[config.mk]
export PLATFORM = sky130hd
export DESIGN_NAME = rial_ram
export DESIGN_NICKNAME = d
export VERILOG_FILES = /design/src/rtl/rial_ram.sv
export SDC_FILE = /design/constraint.sdc
export NUM_CORES = 2
export LEC_CHECK = 0
export ABC_CLOCK_PERIOD_IN_PS = 3700
export BUFFER_PORTS_ARGS = -buffer_cell sky130_fd_sc_hd__clkbuf_2
export CORE_MARGIN = 2
export CORE_UTILIZATION = 48
export CTS_BUF_LIST = sky130_fd_sc_hd__clkbuf_16
export DETAILED_ROUTE_END_ITERATION = 7
export SYNTH_ARGS = -nofsm -noshare
export SYNTH_HDL_FRONTEND = slang
export SYNTH_SLANG_ARGS = --single-unit
[constraint.sdc]
create_clock -name clk -period 3.7 [get_ports clk]
set_clock_uncertainty 0.1 [all_clocks]
set_input_delay 0.37 -clock clk [delete_from_list [all_inputs] [get_ports clk]]
set_output_delay 0.37 -clock clk [all_outputs]
set_load 0.005 [all_outputs]
[src/rtl/rial_ram.sv]
// ----------------------------------------------------------------------------
// rial_ram
// Single write port, single read port RAM with registered read data and
// write-to-read bypass on a same-cycle address match.
// ----------------------------------------------------------------------------
`default_nettype none

module rial_ram #(
    parameter int ADDR_W = 8,
    parameter int DATA_W = 8
) (
    input  wire logic              clk,
    input  wire logic              we,
    input  wire logic [ADDR_W-1:0] waddr,
    input  wire logic [DATA_W-1:0] wdata,
    input  wire logic              re,
    input  wire logic [ADDR_W-1:0] raddr,
    output logic      [DATA_W-1:0] rdata
);

    localparam int DEPTH = 1 << ADDR_W;

    logic [DATA_W-1:0] mem [DEPTH];
    logic [DATA_W-1:0] rdata_reg;

    // Write port
    always_ff @(posedge clk)
    begin
        if (we)
        begin
            mem[waddr] <= wdata;
        end
    end

    // Registered read, new data wins on a collision
    always_ff @(posedge clk)
    begin
        if (re)
        begin
            if (we && (waddr == raddr))
            begin
                rdata_reg <= wdata;
            end
            else
            begin
                rdata_reg <= mem[raddr];
            end
        end
    end

    assign rdata = rdata_reg;

endmodule : rial_ram

`default_nettype wire

==> impl_metrics.json <==
{
  "wirelength_met1_mm": 86.00,
  "worstSetupEndpointType": "register",
  "area_growth_pct": 15.75,
  "grt_pass1_vias": 41490,
  "hp-class": "in -> reg",
  "min_from": "wdata[4]",
  "drt-pass1-iter-count": 5,
  "via_count": 41520,
  "finalMaxSlewViolations": 0,
  "peakVddDrop_mv": 0.5148,
  "hpwl_mm": 133.4,
  "synthDistinctLibCells": 47,
  "path_max_fanout": 34,
  "clk_latency_ps": 850,
  "place.gp.congestion": 0.9228,
  "slew_headroom": 0.1768,
  "tns_ps": 0,
  "syn_area_um2": 79830,
  "synthArstFlopShare": 0,
  "cts_tree": "done",
  "clkPwrFrac": 0.410,
  "p_int_mw": 37.52,
  "status": "finished, final reports clean",
  "synth_xor_area_frac": 0.0008777,
  "die_area_um2": 169600,
  "period_needed_ps": 3235,
  "antenna_found_initial": 8,
  "die_w_um": 411.8,
  "worstSetupStartpoint": "raddr[0]",
  "leakage_nw": 30.23,
  "power_frac_seq": 0.537,
  "clockBufferDepth": 3,
  "finalCritPeriodShare": 0.8744,
  "startpoint_type": "input port",
  "start_util": 0.4839,
  "grtUsageTotal": 0.2457,
  "r2r-start": "mem[180][4]",
  "dr_wl_met2_mm": 97.20,
  "drv_cap": 0,
  "syn_inst": 4007,
  "powerDensity_nw_per_um2": 518.6,
  "synthAdderAreaFrac": 0,
  "io_pins": 35,
  "path_class": "in -> reg",
  "cts_root_buf": "clkbuf_16",
  "netSwitchingPower_mw": 10.40,
  "first_iter_violations": 4976,
  "largest_reg_flops": 2048,
  "finalSetupViolations": 0,
  "synth_top_flop_cell": "edfxtp_1",
  "avgRoutedWirePerCell_um": 30.13,
  "synth_compound_area_frac": 0.04194,
  "tightestPinTransition_ps": 1229,
  "finalNonFillerCells": 6861,
  "cts.sinks": 2056,
  "synth-simple-area-share": 0.02970,
  "synth-edff-count": 2056,
  "layout-drive-gt1-share": 0.2511,
  "mostFrequentLayoutCells": "edfxtp_1 (2,056), buf_4 (463), mux4_2 (350)",
  "wl_met3_mm": 17.71,
  "route.detailed.drc": 0,
  "clkTransAtPathRegs_ps": 60,
  "synth_top_family_by_area": "multiplexers",
  "hold_violations": 0,
  "grt_max_degree": 133,
  "final_nets": 4538,
  "synth_mux_area_frac": 0.1382,
  "portBuffers": 34,
  "rsz0062_at_grt": "no",
  "htree_levels": 4,
  "overflow": 0,
  "required_ps": 4180,
  "layout_commonest_cell": "edfxtp_1",
  "routed_wl_mm": 206.7,
  "place_inst": 6485,
  "design.core.area_um2": 165000,
  "cts_resized": 0,
  "seq_area_frac_synth": 0.7734,
  "syn-num-nets": 4034,
  "syn_avg_cell_area_um2": 19.92,
  "power_frac_comb": 0.053,
  "antenna_left": 0,
  "synth_warnings": 0,
  "die_h_um": 411.8,
  "p_sw_frac": 0.2169,
  "rows": 149,
  "top_layer": "met5",
  "vias_per_cell": 6.051,
  "cp.arrival_ps": 3710,
  "ys_seq_elements": 2056,
  "grt_pass1_wl_mm": 299.3,
  "fin_util": 0.5601,
  "fin_total_pwr_mw": 47.92,
  "cts_buffers": 207,
  "max_freq_mhz": 309.1
}
worst paths after layout:
| path | endpoint | slack, ps | depth (start not counted) |
|---|---|---|---|
| max | rdata[4] | 460 | 11 |
| min | mem[144][4] | 40 | 1 |
| max reg2reg | rdata[4] | 640 | 8 |
| min reg2reg | rdata[6] | 940 | 7 |
synth_stat cells (8+ instances only):
cell type / count / area, µm²
nand2_1: 79 / 296.5
a211oi_1: 43 / 322.8
buf_4: 42 / 315.3
mux4_2: 350 / 7883
a221oi_1: 59 / 516.8
o21ai_0: 62 / 310.3
buf_2: 51 / 255.2
nor2_1: 295 / 1107
a22oi_1: 98 / 735.7
nand4_1: 26 / 162.7
o31ai_1: 11 / 82.58
nor3_1: 40 / 200.2
clkbuf_1: 126 / 473.0
o22ai_1: 65 / 406.6
buf_1: 20 / 75.07
or4_1: 8 / 60.06
edfxtp_1: 2056 / 61740
nand3_1: 39 / 195.2
a21oi_1: 71 / 355.3
mux2i_1: 315 / 3153
nor2b_1: 30 / 187.7
o221ai_1: 39 / 341.6
buf_6: 11 / 123.9
power groups by stage:
stage	clock [mW]	sequential, mW	combinational, mW
2_1_floorplan	0	26.2	1.22
5_1_grt	20.9	25.7	2.70
3_5_place_dp	0	26.2	2.55
3_3_place_gp	0	26.2	2.52
6_report	19.6	25.7	2.56
4_1_cts	20.0	25.7	2.56
cell families (layout without fill, tap and decap cells):
group                  Yosys count  after routing
AO/OA/AOI/OAI                  480            480
XOR/XNOR                         8              8
buffers and inverters          257            921
flip-flops                    2056           2056
multiplexers                   665            665
other                            0              1
AND/OR/NAND/NOR                541            541
stage by stage:
step	area, µm²	worst slack (ps)	hold slack [ps]
2_1_floorplan	79830	815.0	368.9
3_3_place_gp	85980	-284.6	745.4
5_1_grt	92400	413.8	39.77
4_1_cts	92400	568.6	23.62
3_5_place_dp	85980	-305.3	755.9
6_report	92400	464.6	37.42
metal layers:
metal,vias to the layer above,global-route usage
met3,323,0.05247
met4,12,0.07200
met5,-,0
li1,17620,-
met2,1815,0.3808
met1,21740,0.3534
timing repair:
item | in CTS | in global routing
buffers inserted | 0 | 0
hold endpoints to repair | 182 | 0
hold buffers | 6 | 0
worst max-delay path, cell delays in order:
cell,delay [ps]
buf_8,260
buf_12,310
buf_12,230
buf_4,280
mux4_2,550
o21ai_0,490
nand4_1,330
a22oi_1,270
buf_4,150
a31o_2,240
a21oi_1,110
cell type report:
cell class	instances	area, µm²
timing repair buffer	545	4676
fill	12500	72580
inverter	7	26.28
clock inverter	160	1136
tap	2189	2739
clock buffer	209	5230
multi-input combinational	1694	16860
sequential	2056	61740
antenna	1	2.502
(Power assumes the default switching activity.)
