===== src/rtl/rial_pkg.sv =====
// ----------------------------------------------------------------------------
// rial_pkg
// Shared types and constants for the recycling id allocator with tags.
// ----------------------------------------------------------------------------
`default_nettype none

package rial_pkg;

    // Sizing
    localparam int ID_LIMIT   = 255;
    localparam int TAG_BITS   = 32;
    localparam int ID_W       = 8;
    localparam int TAG_PORT_W = 32;
    localparam int FUNC_W     = 3;
    localparam int STATUS_W   = 2;
    localparam int FILL_W     = ID_W + 1;
    localparam int NUM_IDS    = 1 << ID_W;

    // Fresh ids run from zero up to this bound, exclusive
    localparam int FRESH_CAP  = (ID_LIMIT < NUM_IDS - 1) ? ID_LIMIT : NUM_IDS - 1;

    typedef logic [ID_W-1:0]       id_t;
    typedef logic [TAG_BITS-1:0]   tag_t;
    typedef logic [TAG_PORT_W-1:0] tag_port_t;
    typedef logic [FUNC_W-1:0]     func_t;
    typedef logic [STATUS_W-1:0]   status_t;
    typedef logic [FILL_W-1:0]     fill_t;

    // Operation codes
    localparam func_t FUNC_CREATE  = 3'd0;
    localparam func_t FUNC_DESTROY = 3'd1;
    localparam func_t FUNC_QUERY   = 3'd2;
    localparam func_t FUNC_SET_TAG = 3'd3;
    localparam func_t FUNC_GET_TAG = 3'd4;

    // Status codes
    localparam status_t STATUS_OK        = 2'd0;
    localparam status_t STATUS_RANGE     = 2'd1;
    localparam status_t STATUS_EXHAUSTED = 2'd2;
    localparam status_t STATUS_DBL_FREE  = 2'd3;

    // One result item
    typedef struct packed {
        id_t       id_out;
        tag_port_t tag_out;
        logic      exists;
        status_t   status;
        id_t       live_count;
    } rial_res_t;

    // Memory write commands from the control logic
    typedef struct packed {
        logic fq_we;
        id_t  fq_waddr;
        id_t  fq_wdata;
        logic tag_we;
        id_t  tag_waddr;
        tag_t tag_wdata;
        logic map_we;
        id_t  map_waddr;
        logic map_wdata;
    } rial_mem_wr_t;

endpackage : rial_pkg

`default_nettype wire


===== src/rtl/rial_core.sv =====
// ----------------------------------------------------------------------------
// rial_core
// Allocator state (queue pointers, fresh counter, live count) and the
// single-pass decision logic for the item held in the input register.
// ----------------------------------------------------------------------------
`default_nettype none

module rial_core
    import rial_pkg::*;
(
    input  wire logic         clk,
    input  wire logic         rst_n,
    input  wire logic         commit,
    input  wire func_t        s1_func,
    input  wire id_t          s1_id,
    input  wire tag_port_t    s1_tag,
    input  wire id_t          fq_rdata,
    input  wire tag_t         tag_rdata,
    input  wire logic         map_rdata,
    output rial_res_t         res,
    output rial_mem_wr_t      wr,
    output id_t               fq_raddr
);

    id_t                head_reg, head_next;
    id_t                tail_reg, tail_next;
    fill_t              fill_reg, fill_next;
    fill_t              fresh_reg, fresh_next;
    id_t                live_reg, live_next;

    logic               in_range;
    rial_mem_wr_t       wr_raw;

    assign in_range = {1'b0, s1_id} < fresh_reg;

    // Decide the item
    always_comb
    begin
        res        = '0;
        wr_raw     = '0;
        head_next  = head_reg;
        tail_next  = tail_reg;
        fill_next  = fill_reg;
        fresh_next = fresh_reg;
        live_next  = live_reg;

        unique case (s1_func)
            FUNC_CREATE:
            begin
                priority if (fill_reg != '0)
                begin
                    res.id_out = fq_rdata;
                    head_next  = head_reg + 1'b1;
                    fill_next  = fill_reg - 1'b1;
                end
                else if (fresh_reg < FILL_W'(FRESH_CAP))
                begin
                    res.id_out       = fresh_reg[ID_W-1:0];
                    wr_raw.tag_we    = 1'b1;
                    wr_raw.tag_waddr = fresh_reg[ID_W-1:0];
                    wr_raw.tag_wdata = '0;
                    fresh_next       = fresh_reg + 1'b1;
                end
                else
                begin
                    res.status = STATUS_EXHAUSTED;
                end
                if (res.status == STATUS_OK)
                begin
                    wr_raw.map_we    = 1'b1;
                    wr_raw.map_waddr = res.id_out;
                    wr_raw.map_wdata = 1'b1;
                    live_next        = live_reg + 1'b1;
                end
            end
            FUNC_DESTROY:
            begin
                priority if (!in_range)
                begin
                    res.status = STATUS_RANGE;
                end
                else if (!map_rdata)
                begin
                    res.status = STATUS_DBL_FREE;
                end
                else
                begin
                    wr_raw.tag_we    = 1'b1;
                    wr_raw.tag_waddr = s1_id;
                    wr_raw.tag_wdata = '0;
                    wr_raw.fq_we     = 1'b1;
                    wr_raw.fq_waddr  = tail_reg;
                    wr_raw.fq_wdata  = s1_id;
                    wr_raw.map_we    = 1'b1;
                    wr_raw.map_waddr = s1_id;
                    wr_raw.map_wdata = 1'b0;
                    tail_next        = tail_reg + 1'b1;
                    fill_next        = fill_reg + 1'b1;
                    live_next        = live_reg - 1'b1;
                end
            end
            FUNC_QUERY:
            begin
                if (!in_range)
                begin
                    res.status = STATUS_RANGE;
                end
                else
                begin
                    res.exists = map_rdata;
                end
            end
            FUNC_SET_TAG:
            begin
                if (!in_range)
                begin
                    res.status = STATUS_RANGE;
                end
                else
                begin
                    wr_raw.tag_we    = 1'b1;
                    wr_raw.tag_waddr = s1_id;
                    wr_raw.tag_wdata = TAG_BITS'(s1_tag);
                end
            end
            FUNC_GET_TAG:
            begin
                if (!in_range)
                begin
                    res.status = STATUS_RANGE;
                end
                else
                begin
                    res.tag_out = TAG_PORT_W'(tag_rdata);
                end
            end
            default:
            begin
                // unused codes: no operation
            end
        endcase

        res.live_count = live_next;
    end

    // Writes only land when the item moves on
    always_comb
    begin
        wr        = wr_raw;
        wr.fq_we  = wr_raw.fq_we && commit;
        wr.tag_we = wr_raw.tag_we && commit;
        wr.map_we = wr_raw.map_we && commit;
    end

    // Queue read always follows the head the next item will see
    assign fq_raddr = commit ? head_next : head_reg;

    // State update
    always_ff @(posedge clk or negedge rst_n)
    begin
        if (!rst_n)
        begin
            head_reg  <= '0;
            tail_reg  <= '0;
            fill_reg  <= '0;
            fresh_reg <= '0;
            live_reg  <= '0;
        end
        else if (commit)
        begin
            head_reg  <= head_next;
            tail_reg  <= tail_next;
            fill_reg  <= fill_next;
            fresh_reg <= fresh_next;
            live_reg  <= live_next;
        end
    end

    // Every id made so far is either live or waiting in the queue
    a_ids_accounted: assert property (@(posedge clk) disable iff (!rst_n)
        ({1'b0, live_reg} + fill_reg) == fresh_reg)
        else $error("live count plus queue fill differs from ids made");

    // Fresh counter never passes its bound
    a_fresh_cap: assert property (@(posedge clk) disable iff (!rst_n)
        fresh_reg <= FILL_W'(FRESH_CAP))
        else $error("fresh counter beyond its bound");

    // Queue pointers agree with the fill level
    a_queue_ptrs: assert property (@(posedge clk) disable iff (!rst_n)
        ID_W'(tail_reg - head_reg) == fill_reg[ID_W-1:0])
        else $error("queue pointers disagree with fill level");

    // Exhaustion is only reported when nothing is left to hand out
    a_exhausted: assert property (@(posedge clk) disable iff (!rst_n)
        (commit && res.status == STATUS_EXHAUSTED) |->
            (fill_reg == '0 && fresh_reg == FILL_W'(FRESH_CAP)))
        else $error("exhausted reported while ids remain");

endmodule : rial_core

`default_nettype wire


===== config.mk =====
export PLATFORM = sky130hd
export DESIGN_NAME = rial_core
export DESIGN_NICKNAME = d
export VERILOG_FILES = /design/src/rtl/rial_pkg.sv /design/src/rtl/rial_core.sv
export SDC_FILE = /design/constraint.sdc
export NUM_CORES = 1
export LEC_CHECK = 0
export ABC_AREA = 0
export BUFFER_PORTS_ARGS = -buffer_cell sky130_fd_sc_hd__buf_2
export CAP_MARGIN = 20
export CORE_MARGIN = 5
export CORE_UTILIZATION = 44
export CTS_BUF_LIST = sky130_fd_sc_hd__clkbuf_16
export CTS_CLUSTER_SIZE = 40
export DETAILED_ROUTE_END_ITERATION = 12
export GPL_TIMING_DRIVEN = 0
export HOLD_SLACK_MARGIN = 0.02
export PLACE_DENSITY = 0.81
export RECOVER_POWER = 25
export SKIP_CTS_REPAIR_TIMING = 1
export SLEW_MARGIN = 40
export SYNTH_ARGS = -nofsm -noshare
export SYNTH_HDL_FRONTEND = slang
export SYNTH_SLANG_ARGS = --single-unit

===== constraint.sdc =====
create_clock -name clk -period 3.21 [get_ports clk]
set_clock_uncertainty 0.05 [all_clocks]
set_input_delay 0.321 -clock clk [delete_from_list [all_inputs] [get_ports clk]]
set_output_delay 0.321 -clock clk [all_outputs]
set_load 0.005 [all_outputs]

==> results.md <==
* Largest net degree at the start of global routing at 43
* Ports at 214
* Critical Path End Type: output pin
* Clock transition at the registers of the reported paths at 0.06 ns
* Drt wl/cell at around 17 um
* Status: finished clean
* Internal power at 1.483 mW
* Post-synthesis sequential area ratio at 0.2942
* Core ar. at 7807 sq um
* Psw at 0.9346 mW
* Initial antenna violation count at 1
* Critical path launch point type: flip-flop
* Final #Nets at 735
* Starting DRT DRC Count at 284
* Switching Share at 0.3866
* Final GP Congestion at 0.9135
* Slew Limit Fails at 0
* Fmax at 0.3263 GHz
* Global route overflow at 0
* Sequential Power Share at 0.348
* Die Width at 100.1 um
* Post-synth top area share at 0.2942
* 1st-pass router iterations at 4
* Num Clock Sinks at between 40 and 50
* Final setup viols at 0
* Worst EP required at 2.84 ns
* First-pass GRT wire length at 19.06 mm
* Slowest cell on crit path: dfrtp_1
* Clock latency on the worst-skew pair at around 0.29 ns
* Post-synthesis async set-or-reset flop share at 1.000
* Drt total wl at 12.38 mm
* TritonCTS buffer count at 5
* FILL cells at 692
* Final Worst Setup Slack at 0.1454 ns
* Max-cap viol count at 0
* Area contributors post-synth: dfrtp_1 29%, and2_1 15%, xnor2_1 7.4%
* Max VDD drop at between 400 and 500 uV
* Post-synth EDFFs at 0
* Vias in the first global route at 3,666
* Clock power frac at 0.210
* Slowest stage delay, CP at 0.37 ns
* CTS tree: yes
* PD cells at slightly below 500 nW/um^2
* DRC violations left at 0
* H-tree levels at 2
* Root Driver: clkbuf_16
* Final hold vios at 0
* Most frequent cell after synthesis: and2_1
* Worst EP arrival at 2.69 ns
* Worst slew pin tran at 0.5936 ns
* Final ANT Viol Nets at 0
* Hold WC Path Type: primary input to flip-flop
* Flops & latches, synth at 42
* GRT Total Usage at 0.2350
* Die extent in y at ~100 um
* Die footprint at approximately 10,000 sq um
* Register area at approximately 1100 sq um
* Bufs on Longest Clock Path at 2
* Post-DP HPWL at 10.15 mm
* Post-Syn Area at 3572 sq um
* Syn Area/Cell at approximately 9 sq um
* Unique masters post-synth at 61
* Final Cycle Share at 0.9547
* Commonest cells in the synthesized netlist: 83 x and2_1, 42 x dfrtp_1, 30 x xnor2_1
* Setup CP Type: flip-flop to output pin
* Worst slack at placement at 0.07877 ns
* P&R area growth vs syn at 37.69%
* Dpl cell area at roughly 4800 sq um
* Logic pwr share at 0.442
* Critical path's most frequent cell: buf_2
* Yosys warning total at 0
* Via count at 3,831
* Syn nets at between 500 and 600
* Delay-heaviest family, CP: compound AO/OA/AOI/OAI gates
* Fraction of layout cells with a size suffix above 1 at 0.3847
* Cell taking the most area after synthesis: dfrtp_1
* CP max FO at 10
* Syn Inst Count at 408
* LEAKAGE at between 2 and 3 nW
* CP Cell Sequence: inv_1 -> ha_1 -> a211oi_2 -> o32a_1 -> o31a_1 -> and3_1 -> buf_2 -> buf_4 -> o32ai_1 -> buf_2
* Worst slew margin at 0.5940
* Crit path buf inv count at 4
* Port bufs at 211
* Avg Vias per Cell at 5.234
* Final min period at approximately 3 ns
* Finished Cell Area at 4918 sq um
* Hold_ws at approximately 0.32 ns
* Rows at 32
* RSZ-0062 raised after global routing: no
* Most used DFF post-synth: dfrtp_1
* Multi-input logic area at ~2300 sq um
* Initial core utilization at 0.4575
## logic make-up after synthesis
family / synth area share
mux: 0.03117
simple gates: 0.3198
xor+xnor: 0.1005
buf+inv: 0.05114
compound gates: 0.1310
fa+ha+maj: 0.07215
flops: 0.2942
## worst paths after layout
kind | from | to | slack [ns] | cells past startpoint
max | fresh_reg[6] | res[1] | 0.15 | 10
min | s1_func[1] | live_reg[1] | 0.32 | 4
max reg2reg | fresh_reg[6] | fill_reg[5] | 0.54 | 9
max in group asynchronous | rst_n | fresh_reg[2] | 2.20 | 2
min in group asynchronous | rst_n | live_reg[6] | 0.50 | 2
min reg2reg | head_reg[7] | head_reg[7] | 0.42 | 1
## tightest hold or removal path: stages
cell	delay (ns)
buf_6	0.10
nor2_1	0.06
nand2_1	0.06
o2bb2ai_1	0.06
## power groups by stage
stage / registers [mW] / logic [mW] / clock network, mW
after floorplan: 0.805 / 0.733 / 0
after global placement: 0.836 / 1.01 / 0
after detailed placement: 0.848 / 1.06 / 0
after CTS: 0.840 / 1.07 / 0.518
after global routing: 0.861 / 1.19 / 0.551
final: 0.842 / 1.07 / 0.507
## area by class of cell
| type | instances | share of cell area |
|---|---|---|
| Clock inverter | 3 | 0.004833 |
| Clock buffer | 5 | 0.02544 |
| Tap cell | 102 | 0.02595 |
| Antenna cell | 1 | 0.0005088 |
| Multi-Input combinational cell | 323 | 0.4709 |
| Buffer | 23 | 0.02315 |
| Timing Repair Buffer | 215 | 0.2216 |
| Inverter | 18 | 0.01374 |
| Sequential cell | 42 | 0.2139 |
## metal layers
metal / part of all wire / GRT usage
met2: 0.50 / 0.4100
met5: 0 / 0
met3: 0.082 / 0.05003
met1: 0.41 / 0.2967
met4: 0.016 / 0.05699
## through the flow
step	std cells	total power [mW]	util	setup TNS (ns)
after global placement	721	1.842	0.6091	0
after detailed placement	721	1.903	0.6095	0
final	732	2.418	0.6300	0
after floorplan	408	1.538	-	0
after global routing	732	2.605	0.6300	0
after CTS	729	2.423	0.6285	-1.644
## layout by cell type (no fill, tap or decap), types with 11 or more instances in the layout
cell type	n
buf_2	214
and2_1	82
dfrtp_1	41
xnor2_1	30
nand2_1	22
ha_1	19
inv_1	18
a22o_1	17
nand3_1	16
nor2_1	14
clkbuf_1	12
and3_1	11
xor2_1	11
Note: power is estimated with default switching activity, not from simulation.
